### config.mk
export PLATFORM = sky130hd
export DESIGN_NAME = polyline_length_accumulator_top
export DESIGN_NICKNAME = d
export VERILOG_FILES = /design/src/rtl/plen_pkg.sv /design/src/rtl/plen_sqdist.sv /design/src/rtl/plen_isqrt.sv /design/src/rtl/polyline_length_accumulator_top.sv
export SDC_FILE = /design/constraint.sdc
export NUM_CORES = 1
export LEC_CHECK = 0
export ABC_AREA = 1
export BUFFER_PORTS_ARGS = -buffer_cell sky130_fd_sc_hd__buf_4
export CAP_MARGIN = 20
export CORE_MARGIN = 2
export CORE_UTILIZATION = 60
export DETAILED_ROUTE_END_ITERATION = 7
export PLACE_DENSITY_LB_ADDON = 0.15
export SETUP_SLACK_MARGIN = 0.5
export SYNTH_ARGS = -nofsm -noshare
export SYNTH_HDL_FRONTEND = slang
export SYNTH_HIERARCHICAL = 1
export SYNTH_SLANG_ARGS = --single-unit
### constraint.sdc
create_clock -name clk_i -period 8.32 [get_ports clk_i]
set_clock_uncertainty 0.1 [all_clocks]
set_input_delay 0.832 -clock clk_i [delete_from_list [all_inputs] [get_ports clk_i]]
set_output_delay 0.832 -clock clk_i [all_outputs]
set_load 0.01 [all_outputs]
### src/rtl/plen_pkg.sv
`default_nettype none

package plen_pkg;

  // coordinate width used by the arithmetic (low bits of each coordinate field)
  localparam int COORD_BITS = 16;

  // widths of the stream fields
  localparam int X_W       = 16;
  localparam int Y_W       = 16;
  localparam int CHAIN_W   = 32;
  localparam int TOTAL_W   = 48;
  localparam int IN_DATA_W = ((X_W + Y_W + 7) / 8) * 8;
  localparam int OUT_DATA_W = ((CHAIN_W + TOTAL_W + 7) / 8) * 8;

  // effective coordinate width after masking to the field width
  localparam int CW     = (COORD_BITS < X_W) ? COORD_BITS : X_W;
  // squared distance, root and partial remainder widths
  localparam int SQ_W   = 2 * CW + 1;
  localparam int ROOT_W = CW + 1;
  localparam int VP_W   = 2 * ROOT_W;
  localparam int REM_W  = ROOT_W + 2;
  localparam int CNT_W  = (ROOT_W > 1) ? $clog2(ROOT_W) : 1;

  localparam logic [CHAIN_W-1:0] CHAIN_MAX = {CHAIN_W{1'b1}};
  localparam logic [TOTAL_W-1:0] TOTAL_MAX = {TOTAL_W{1'b1}};

endpackage

`default_nettype wire

### src/rtl/plen_sqdist.sv
`default_nettype none

module plen_sqdist
  import plen_pkg::*;
(
  input  wire logic            clk_i,
  input  wire logic            rst_ni,
  input  wire logic            start_i,
  input  wire logic [CW-1:0]   dx_i,
  input  wire logic [CW-1:0]   dy_i,
  output logic                 done_o,
  output logic [SQ_W-1:0]      sq_o
);

  logic            phase_q, phase_d;
  logic            done_q, done_d;
  logic [SQ_W-1:0] sq_q, sq_d;
  logic [CW-1:0]   mop;
  logic [2*CW-1:0] prod;

  // one multiplier, dx squared first and dy squared in the next cycle
  assign mop  = phase_q ? dy_i : dx_i;
  assign prod = mop * mop;

  always_comb begin
    phase_d = phase_q;
    done_d  = 1'b0;
    sq_d    = sq_q;
    if (start_i) begin
      sq_d    = {1'b0, prod};
      phase_d = 1'b1;
    end else if (phase_q) begin
      sq_d    = sq_q + {1'b0, prod};
      phase_d = 1'b0;
      done_d  = 1'b1;
    end
  end

  always_ff @(posedge clk_i or negedge rst_ni) begin
    if (!rst_ni) begin
      phase_q <= 1'b0;
      done_q  <= 1'b0;
    end else begin
      phase_q <= phase_d;
      done_q  <= done_d;
    end
  end

  always_ff @(posedge clk_i) begin
    sq_q <= sq_d;
  end

  assign done_o = done_q;
  assign sq_o   = sq_q;

endmodule

`default_nettype wire

### src/rtl/plen_isqrt.sv
`default_nettype none

module plen_isqrt
  import plen_pkg::*;
(
  input  wire logic              clk_i,
  input  wire logic              rst_ni,
  input  wire logic              start_i,
  input  wire logic [SQ_W-1:0]   value_i,
  output logic                   done_o,
  output logic [ROOT_W-1:0]      root_o
);

  logic              busy_q, busy_d;
  logic              done_q, done_d;
  logic [CNT_W-1:0]  cnt_q, cnt_d;
  logic [VP_W-1:0]   val_q, val_d;
  logic [REM_W-1:0]  rem_q, rem_d;
  logic [ROOT_W-1:0] root_q, root_d;
  logic [REM_W-1:0]  rem_sh;
  logic [REM_W-1:0]  trial;
  logic              fits;

  // one root bit per cycle: bring down two bits, try (root << 2) | 1
  assign rem_sh = {rem_q[REM_W-3:0], val_q[VP_W-1 -: 2]};
  assign trial  = {root_q, 2'b01};
  assign fits   = (rem_sh >= trial);

  always_comb begin
    busy_d = busy_q;
    done_d = 1'b0;
    cnt_d  = cnt_q;
    val_d  = val_q;
    rem_d  = rem_q;
    root_d = root_q;
    if (start_i) begin
      busy_d = 1'b1;
      cnt_d  = CNT_W'(ROOT_W - 1);
      val_d  = {{(VP_W-SQ_W){1'b0}}, value_i};
      rem_d  = '0;
      root_d = '0;
    end else if (busy_q) begin
      val_d  = {val_q[VP_W-3:0], 2'b00};
      rem_d  = fits ? (rem_sh - trial) : rem_sh;
      root_d = {root_q[ROOT_W-2:0], fits};
      cnt_d  = cnt_q - 1'b1;
      if (cnt_q == '0) begin
        busy_d = 1'b0;
        done_d = 1'b1;
      end
    end
  end

  always_ff @(posedge clk_i or negedge rst_ni) begin
    if (!rst_ni) begin
      busy_q <= 1'b0;
      done_q <= 1'b0;
      cnt_q  <= '0;
    end else begin
      busy_q <= busy_d;
      done_q <= done_d;
      cnt_q  <= cnt_d;
    end
  end

  always_ff @(posedge clk_i) begin
    val_q  <= val_d;
    rem_q  <= rem_d;
    root_q <= root_d;
  end

  assign done_o = done_q;
  assign root_o = root_q;

endmodule

`default_nettype wire

### src/rtl/polyline_length_accumulator_top.sv
// Polyline length accumulator.
// Input stream: one point per transaction. s_axis_tdata_i carries x (bits 15:0)
// and y (bits 31:16) in units of 0.01, s_axis_tlast_i marks the last point of a
// chain. Output stream: one transaction per finished chain, m_axis_tdata_o holds
// the chain length (bits 31:0) and the saturating total over all chains since
// reset (bits 79:32).
// The first point of a chain is only stored. Every later point is accepted,
// runs through the shared squarer (dx*dx, then + dy*dy), a load and the
// bit-serial square root (one root bit per cycle), and then its segment is
// added to the chain sum. The last point of a chain then passes through a
// state that folds the chain into the total and loads the output register.
// s_axis_tready_o is high only while no point is in work.
// The output register holds a result until the receiver takes it; a stalled
// receiver blocks the block only when a second result is ready to be loaded.
// Reset clears the previous point, the chain sum, the total and the output
// valid flag.
`default_nettype none

module polyline_length_accumulator_top
  import plen_pkg::*;
(
  input  wire logic                  clk_i,
  input  wire logic                  rst_ni,
  input  wire logic                  s_axis_tvalid_i,
  output logic                       s_axis_tready_o,
  input  wire logic [IN_DATA_W-1:0]  s_axis_tdata_i,   // x_coord, y_coord
  input  wire logic                  s_axis_tlast_i,   // last_point
  output logic                       m_axis_tvalid_o,
  input  wire logic                  m_axis_tready_i,
  output logic [OUT_DATA_W-1:0]      m_axis_tdata_o    // chain_length, total_length
);

  localparam logic [1:0] ST_IDLE = 2'd0;
  localparam logic [1:0] ST_SQ   = 2'd1;
  localparam logic [1:0] ST_ROOT = 2'd2;
  localparam logic [1:0] ST_OUT  = 2'd3;

  logic [1:0]         state_q, state_d;
  logic               have_prev_q, have_prev_d;
  logic               last_q, last_d;
  logic               start_q, start_d;
  logic [CW-1:0]      prev_x_q, prev_x_d;
  logic [CW-1:0]      prev_y_q, prev_y_d;
  logic [CW-1:0]      dx_q, dx_d;
  logic [CW-1:0]      dy_q, dy_d;
  logic [CHAIN_W-1:0] chain_q, chain_d;
  logic [TOTAL_W-1:0] total_q, total_d;
  logic               out_valid_q, out_valid_d;
  logic [CHAIN_W-1:0] out_chain_q, out_chain_d;
  logic [TOTAL_W-1:0] out_total_q, out_total_d;

  logic               in_xfer;
  logic [CW-1:0]      x_in, y_in;
  logic               sq_done;
  logic [SQ_W-1:0]    sq;
  logic               root_done;
  logic [ROOT_W-1:0]  root;
  logic [CHAIN_W:0]   chain_add;
  logic [TOTAL_W:0]   total_add;
  logic [CHAIN_W-1:0] chain_sat;
  logic [TOTAL_W-1:0] total_sat;
  logic               out_free;

  assign s_axis_tready_o = (state_q == ST_IDLE);
  assign in_xfer         = s_axis_tvalid_i && s_axis_tready_o;
  assign x_in            = s_axis_tdata_i[CW-1:0];
  assign y_in            = s_axis_tdata_i[X_W +: CW];

  assign chain_add = {1'b0, chain_q} + (CHAIN_W+1)'(root);
  assign chain_sat = chain_add[CHAIN_W] ? CHAIN_MAX : chain_add[CHAIN_W-1:0];
  assign total_add = {1'b0, total_q} + (TOTAL_W+1)'(chain_q);
  assign total_sat = total_add[TOTAL_W] ? TOTAL_MAX : total_add[TOTAL_W-1:0];
  assign out_free  = !out_valid_q || m_axis_tready_i;

  plen_sqdist u_sqdist (
    .clk_i  (clk_i),
    .rst_ni (rst_ni),
    .start_i(start_q),
    .dx_i   (dx_q),
    .dy_i   (dy_q),
    .done_o (sq_done),
    .sq_o   (sq)
  );

  plen_isqrt u_isqrt (
    .clk_i  (clk_i),
    .rst_ni (rst_ni),
    .start_i(sq_done),
    .value_i(sq),
    .done_o (root_done),
    .root_o (root)
  );

  always_comb begin
    state_d     = state_q;
    have_prev_d = have_prev_q;
    last_d      = last_q;
    start_d     = 1'b0;
    prev_x_d    = prev_x_q;
    prev_y_d    = prev_y_q;
    dx_d        = dx_q;
    dy_d        = dy_q;
    chain_d     = chain_q;
    total_d     = total_q;
    out_valid_d = out_valid_q;
    out_chain_d = out_chain_q;
    out_total_d = out_total_q;

    if (out_valid_q && m_axis_tready_i) begin
      out_valid_d = 1'b0;
    end

    case (state_q)
      ST_IDLE: begin
        if (in_xfer) begin
          dx_d        = (x_in >= prev_x_q) ? (x_in - prev_x_q) : (prev_x_q - x_in);
          dy_d        = (y_in >= prev_y_q) ? (y_in - prev_y_q) : (prev_y_q - y_in);
          prev_x_d    = x_in;
          prev_y_d    = y_in;
          last_d      = s_axis_tlast_i;
          have_prev_d = 1'b1;
          if (have_prev_q) begin
            start_d = 1'b1;
            state_d = ST_SQ;
          end else if (s_axis_tlast_i) begin
            state_d = ST_OUT;
          end
        end
      end
      ST_SQ: begin
        if (sq_done) begin
          state_d = ST_ROOT;
        end
      end
      ST_ROOT: begin
        if (root_done) begin
          chain_d = chain_sat;
          state_d = last_q ? ST_OUT : ST_IDLE;
        end
      end
      ST_OUT: begin
        if (out_free) begin
          out_valid_d = 1'b1;
          out_chain_d = chain_q;
          out_total_d = total_sat;
          total_d     = total_sat;
          chain_d     = '0;
          have_prev_d = 1'b0;
          prev_x_d    = '0;
          prev_y_d    = '0;
          state_d     = ST_IDLE;
        end
      end
      default: begin
        state_d = ST_IDLE;
      end
    endcase
  end

  always_ff @(posedge clk_i or negedge rst_ni) begin
    if (!rst_ni) begin
      state_q     <= ST_IDLE;
      have_prev_q <= 1'b0;
      start_q     <= 1'b0;
      prev_x_q    <= '0;
      prev_y_q    <= '0;
      chain_q     <= '0;
      total_q     <= '0;
      out_valid_q <= 1'b0;
    end else begin
      state_q     <= state_d;
      have_prev_q <= have_prev_d;
      start_q     <= start_d;
      prev_x_q    <= prev_x_d;
      prev_y_q    <= prev_y_d;
      chain_q     <= chain_d;
      total_q     <= total_d;
      out_valid_q <= out_valid_d;
    end
  end

  always_ff @(posedge clk_i) begin
    last_q      <= last_d;
    dx_q        <= dx_d;
    dy_q        <= dy_d;
    out_chain_q <= out_chain_d;
    out_total_q <= out_total_d;
  end

  assign m_axis_tvalid_o = out_valid_q;
  assign m_axis_tdata_o  = OUT_DATA_W'({out_total_q, out_chain_q});

endmodule

`default_nettype wire

==> out/summary.txt, run 1 <==
status: completed
post-DP HPWL: 69200 µm
Post-Synth Simple-Gate Area: 0.301
cts hold-fix bufs: 0
final setup vio count: 0
vias in the first global route: 27230
clk_lat worst skew: 0.58 ns
Worst path depth: 33
row count: 85
Via Count: 28883
CP startpoint kind: flop
most numerous cell in the Yosys netlist: nand2_1
Worst Reg2Reg Path Length in Cells: 33
PortBufs: 118
Rel. slew slack: 0.272
width of the die: 239 µm
CP max FO: 18
Total Wirelength: 87300 µm
count of filler cells inserted in the layout: 4876
core box area: 54100 µm²
largest area contributor in the netlist: nand2_1
DIE AREA: 56900 µm²
Compound-Gate Fraction of Synth Area: 0.0676
Seq/Total Area, Yosys: 0.279
number of synthesized register bits: 340
RSZ-0062 raised after global routing: no
starting density of the core: 0.610
crit path buf inv count: 10
delay of the slowest cell on the worst path: 0.55 ns
DR WL/cell: 16.0 µm
initial antenna violation count: 1
mux cell area share after synthesis: 0.000606
final hold viol count: 0
worst slew pin tran: 1.09 ns
EDFF count, synth: 178
vias per cell: 5.30
Nets: 5194
CTS tree: done
CP max stage cell: fa_1
grt ovf: 0
ys async rst share: 0.371
Synth area leaders: nand2_1, edfxtp_1, fa_1
Mapped Nets: 5064
CP Capture Type: flop
Post-Synth XOR/XNOR Area: 0.0284
Clock Sinks: 340
die height: 239 µm
Num CTS Buffers: 41
Ys Warns: 6
Clock transition at path regs: 0.06 ns
DR pass1 iterations: 6
Global Route Usage Sum: 0.307
DR iter-0 viols: 2269
Syn Inst Count: 4595
minimum clock period: 7.56 ns
Crit path top cell by count: inv_1
H-tree levels: 2
Yosys top cell area share: 0.172
CP Class: flop to flop
main combinational cell family by area after synthesis: simple AND/OR/NAND/NOR gates
MaxCap Viol Count: 0
clock tree buffer depth: 3
syn avg cell area: 7.18 µm²
Period Utilization, post-route: 0.909
CP top delay family: adder cells
mapped cell area: 33000 µm²
WP data required: 8.54 ns
adder-cell share of the synthesized area: 0.202
top cells by count, synth: nand2_1, inv_1, nor2_1
max frequency: 132 MHz
Cell variety after synth: 64
largest net degree at the start of global routing: 92
antenna viol nets, final: 0
Final Slew Violations: 0
share of layout cells above drive strength 1: 0.109
# IOs: 119
Root Driver: clkbuf_16
hold crit path type: input pin to asynchronous set/reset pin
Synth Flop Type: edfxtp_1
setup TNS: 0 ns
antenna cells: 0
Final Wtd Congestion: 0.986
Post-route DRC: 0
P&R area growth vs syn: 11.3%
first-pass GRT wire length: 140000 µm
crit path DAT: 7.78 ns
kinds of logic after synthesis:
family                     count (synthesis)
AOI/OAI and AO/OA                        377
xor gates and xnor gates                 107
adders and majority gates                432
buffers and inverters                   1005
DFF                                      340
muxes                                      2
and+or+nand+nor                         2332
stage by stage:
stage	cell area [µm²]	cells	worst slack, ns	utilization	hold WS [ns]
after detailed placement	34500	5355	0.373	0.638	0.358
after global placement	34500	5354	0.321	0.637	0.352
after CTS	36100	5431	0.531	0.666	0.154
after global routing	36700	5454	0.475	0.679	0.190
final	36700	5454	0.760	0.679	0.137
after floorplan	33000	4595	1.33	-	0.315
state kept, by name (all words and copies together) (netlist names):
| name | flops |
|---|---|
| out_total_q | 48 |
| total_q | 48 |
| u_isqrt/val_q | 34 |
| u_sqdist/sq_o | 33 |
| chain_q | 32 |
| out_chain_q | 32 |
| u_isqrt/rem_q | 17 |
| u_isqrt/root_o | 17 |
| dx_q | 16 |
| dy_q | 16 |
| prev_x_q | 16 |
| prev_y_q | 16 |
| u_isqrt/cnt_q | 5 |
| state_q | 2 |
| have_prev_q | 1 |
| last_q | 1 |
| m_axis_tvalid_o | 1 |
| start_q | 1 |
| u_isqrt/busy_q | 1 |
| u_isqrt/done_o | 1 |
| u_sqdist/done_o | 1 |
| u_sqdist/phase_q | 1 |
path summary, 6_finish.rpt:
path                                                   start  slack, ns                            to
worst max-delay path              u_sqdist/phase_q$_DFF_PN0_       0.76   u_sqdist/sq_o[15]$_DFFE_PP_
worst min-delay path                                  rst_ni       0.14       total_q[29]$_DFFE_PN0P_
worst max register to register    u_sqdist/phase_q$_DFF_PN0_       0.76   u_sqdist/sq_o[15]$_DFFE_PP_
worst min register to register  u_isqrt/cnt_q[3]$_DFFE_PN0P_       0.36  u_isqrt/cnt_q[3]$_DFFE_PN0P_
max in group asynchronous                             rst_ni       6.68        chain_q[6]$_DFFE_PN0P_
min in group clk_i                            s_axis_tlast_i       0.36              last_q$_DFFE_PP_
metal layers:
metal,track usage,vias to the layer above,share of wire
met3,0.0395,145,0.061
met2,0.485,846,0.44
li1,-,14505,-
met1,0.445,13385,0.47
met4,0.0879,2,0.025
met5,0,-,0.00014
worst reg2reg max path: cells and delay by family, from the launching register on:
family,cells,cell delay [ns]
buffers and inverters,10,0.71
DFF,1,0.49
AOI/OAI and AO/OA,2,0.33
adders and majority gates,8,3.68
xor gates and xnor gates,1,0.27
and+or+nand+nor,12,1.75
layout by cell type, fill, tap and decap left out, types with 9 or more instances in the layout:
cell type,n
a21o_1,12
a21oi_1,121
a21oi_2,12
a31oi_1,20
and2_1,12
buf_4,159
clkbuf_16,50
dfrtp_1,125
dfxtp_1,36
edfxtp_1,178
fa_1,165
ha_1,247
ha_2,14
inv_1,879
inv_2,29
nand2_1,1496
nand2_2,50
nand3_1,218
nand3_2,42
nand3b_1,18
nand4_1,51
nor2_1,316
nor2_2,37
nor2_4,16
nor3_1,25
o21ai_0,80
o21ai_1,27
o21ai_4,12
o21bai_1,24
o22ai_1,48
or2_1,11
or2_2,9
xnor2_1,21
xor2_1,82
layout make-up:
type,instances,area (µm²),area share
Multi-Input combinational cell,3250,20200,0.550
Sequential cell,340,9220,0.251
Inverter,921,3490,0.0951
Timing Repair Buffer,171,1410,0.0384
Clock buffer,53,1270,0.0346
Tap cell,696,871,0.0237
Clock inverter,23,256,0.00698
timing repair:
action                                  CTS  global route
pin swaps                                 0            10
endpoints found under the setup margin   12            19
cloned                                    0             1
gates resized for setup                   6           118
buffers inserted                          0            20
Power of run 1 is left out: the tool's default activity adds up to more than one toggle a clock period on the data nets, which glitch-free logic cannot reach.
==> inputs of run 2 (changes only) <==
--- a/config.mk
+++ b/config.mk
@@ -8,9 +8,11 @@
 export ABC_AREA = 1
 export BUFFER_PORTS_ARGS = -buffer_cell sky130_fd_sc_hd__buf_4
 export CAP_MARGIN = 20
+export CORE_ASPECT_RATIO = 0.8
 export CORE_MARGIN = 2
 export CORE_UTILIZATION = 60
 export DETAILED_ROUTE_END_ITERATION = 7
+export HOLD_SLACK_MARGIN = 0.15
 export PLACE_DENSITY_LB_ADDON = 0.15
 export SETUP_SLACK_MARGIN = 0.5
 export SYNTH_ARGS = -nofsm -noshare
==> constraint.sdc (replaced) <==
create_clock -name clk_i -period 7.4 [get_ports clk_i]
set_clock_uncertainty 0.1 [all_clocks]
set_input_delay 0.74 -clock clk_i [delete_from_list [all_inputs] [get_ports clk_i]]
set_output_delay 0.74 -clock clk_i [all_outputs]
set_load 0.01 [all_outputs]
==> run 2 against run 1 <==
  * Clock-buffer cell count is 7 lower
  * Critical path type unchanged
  * Global-route usage is 2.3 points higher
  * Setup slack worse by 0.62 ns
  * First-iteration DRC count is 23% higher
  * Worst hold slack better by 0.15 ns
==> out/summary.txt, run 2 (same netlist as run 1, synthesis figures left out) <==
Final Slew Violations: 0 (unchanged)
Rel. slew slack: 0.320 (+0.0478)
hold crit path type: input pin to flop
CP top delay family: adder cells
Period Utilization, post-route: 0.981 (+0.0726)
Final Wtd Congestion: 0.991 (+0.48%)
MaxCap Viol Count: 0 (unchanged)
initial antenna violation count: 3 (+2)
Num CTS Buffers: 37 (-9.8%)
DP Area: 35700 µm² (+3.6%)
most frequent cells in the layout: nand2_1, inv_1, buf_4
max frequency: 138 MHz (+4.1%)
starting density of the core: 0.610 (about the same)
DR iter-0 viols: 2800 (+23%)
DR pass1 iterations: 6 (unchanged)
H-tree levels: 2 (unchanged)
# IOs: 119 (unchanged)
DR WL/cell: 16.9 µm (+5.3%)
final setup vio count: 0 (unchanged)
CP max FO: 7 (-11)
status: completed
count of filler cells inserted in the layout: 4361 (-11%)
CP max stage cell: fa_2
Fin Hold WS: 0.284 ns (+0.147 ns)
post-DP HPWL: 73500 µm (+6.3%)
die height: 214 µm (-10%)
DIE AREA: 56900 µm² (about the same)
row count: 76 (-11%)
minimum clock period: 7.26 ns (-0.299 ns)
Nets: 5382 (+3.6%)
CTS tree: done
final hold viol count: 0 (unchanged)
CP startpoint kind: flop
antenna viol nets, final: 0 (unchanged)
worst slew pin tran: 1.01 ns (-0.0780 ns)
width of the die: 266 µm (+12%)
Post-route DRC: 0 (unchanged)
PortBufs: 118 (unchanged)
crit path buf inv count: 14 (+4)
vias per cell: 5.37 (+1.5%)
biggest regs: out_total_q (48), total_q (48), u_isqrt/val_q (34)
P&R area growth vs syn: 20.1%
first-pass GRT wire length: 148000 µm (+6.3%)
crit path DAT: 7.61 ns (-0.17 ns)
clk_lat worst skew: 0.57 ns (about the same)
grt ovf: 0 (unchanged)
RSZ-0062 raised after global routing: yes
vias in the first global route: 28206 (+3.6%)
delay of the slowest cell on the worst path: 0.53 ns (-0.02 ns)
Clock transition at path regs: 0.06 ns (about the same)
commonest non-fill, non-tap cell in the layout: nand2_1
share of layout cells above drive strength 1: 0.197 (+0.0884)
CP Class: flop to flop
setup TNS: 0 ns (unchanged)
Global Route Usage Sum: 0.330 (+0.0232)
CP Capture Type: flop
Crit path top cell by count: fa_1
core box area: 54100 µm² (about the same)
Total Wirelength: 95200 µm (+9.0%)
clock tree buffer depth: 3 (unchanged)
Root Driver: clkbuf_16
Via Count: 30335 (+5.0%)
cell area after layout: 39600 µm² (+7.9%)
WP data required: 7.75 ns (-0.79 ns)
Clock Sinks: 340 (unchanged)
largest net degree at the start of global routing: 74 (-20%)
## run 2: changes by cell type in the layout (fill, tap and decap cells not counted), sizes merged
cell	previous run	this run
buf	170	361
clkbuf	54	46
clkinv	14	16
inv	922	920
diode	0	1
dlygate4sd3	0	1
## run 2: layer usage
metal / track usage / routed length [µm] / vias up
met1: 0.487 / 44000 / 14185
met3: 0.0562 / 7560 / 169
met4: 0.0889 / 2510 / 2
met2: 0.503 / 41100 / 1067
met5: 0 / 9 / -
li1: - / - / 14912
## run 2: what timing repair did
item                                   CTS  global route
pin swaps                              126           150
gates resized for setup                283           222
endpoints found under the hold margin   65             0
cloned                                   1             0
buffers inserted                        39            22
hold buffers                             1             0
setup endpoints to repair               23            24
## run 2: through the flow
stage | util | setup slack (ns) | std cells
2_1_floorplan | - | 0.498 | 4595
3_3_place_gp | 0.660 | -0.368 | 5510
3_5_place_dp | 0.661 | -0.363 | 5511
4_1_cts | 0.713 | 0.285 | 5620
5_1_grt | 0.733 | -0.212 | 5645
6_report | 0.733 | 0.138 | 5645
## run 2: path summary, 6_finish.rpt
check | from | end | slack (ns) | depth (start not counted)
worst max-delay path | u_sqdist/phase_q$_DFF_PN0_ | u_sqdist/sq_o[32]$_SDFFE_PP0P_ | 0.14 | 39
worst min-delay path | s_axis_tlast_i | last_q$_DFFE_PP_ | 0.28 | 1
worst max register to register | u_sqdist/phase_q$_DFF_PN0_ | u_sqdist/sq_o[32]$_SDFFE_PP0P_ | 0.14 | 39
worst min register to register | u_isqrt/val_q[31]$_DFFE_PP_ | u_isqrt/val_q[33]$_SDFFE_PP0P_ | 0.38 | 2
max in group asynchronous | rst_ni | u_isqrt/cnt_q[3]$_DFFE_PN0P_ | 5.21 | 3
min in group asynchronous | rst_ni | total_q[35]$_DFFE_PN0P_ | 0.67 | 2
## run 2: cell type report
type | instances | area (µm²) | area share
diodes | 1 | 2.50 | 0.0000631
clock buffers | 46 | 1040 | 0.0263
clock inverters | 22 | 223 | 0.00562
inverters | 921 | 3490 | 0.0880
multi-input cells | 3250 | 21800 | 0.551
flip-flops and latches | 340 | 9220 | 0.233
well taps | 702 | 878 | 0.0222
repair buffers | 362 | 2930 | 0.0739
repair inverters | 1 | 7.51 | 0.000189
Power of run 2 is left out for the same reason.
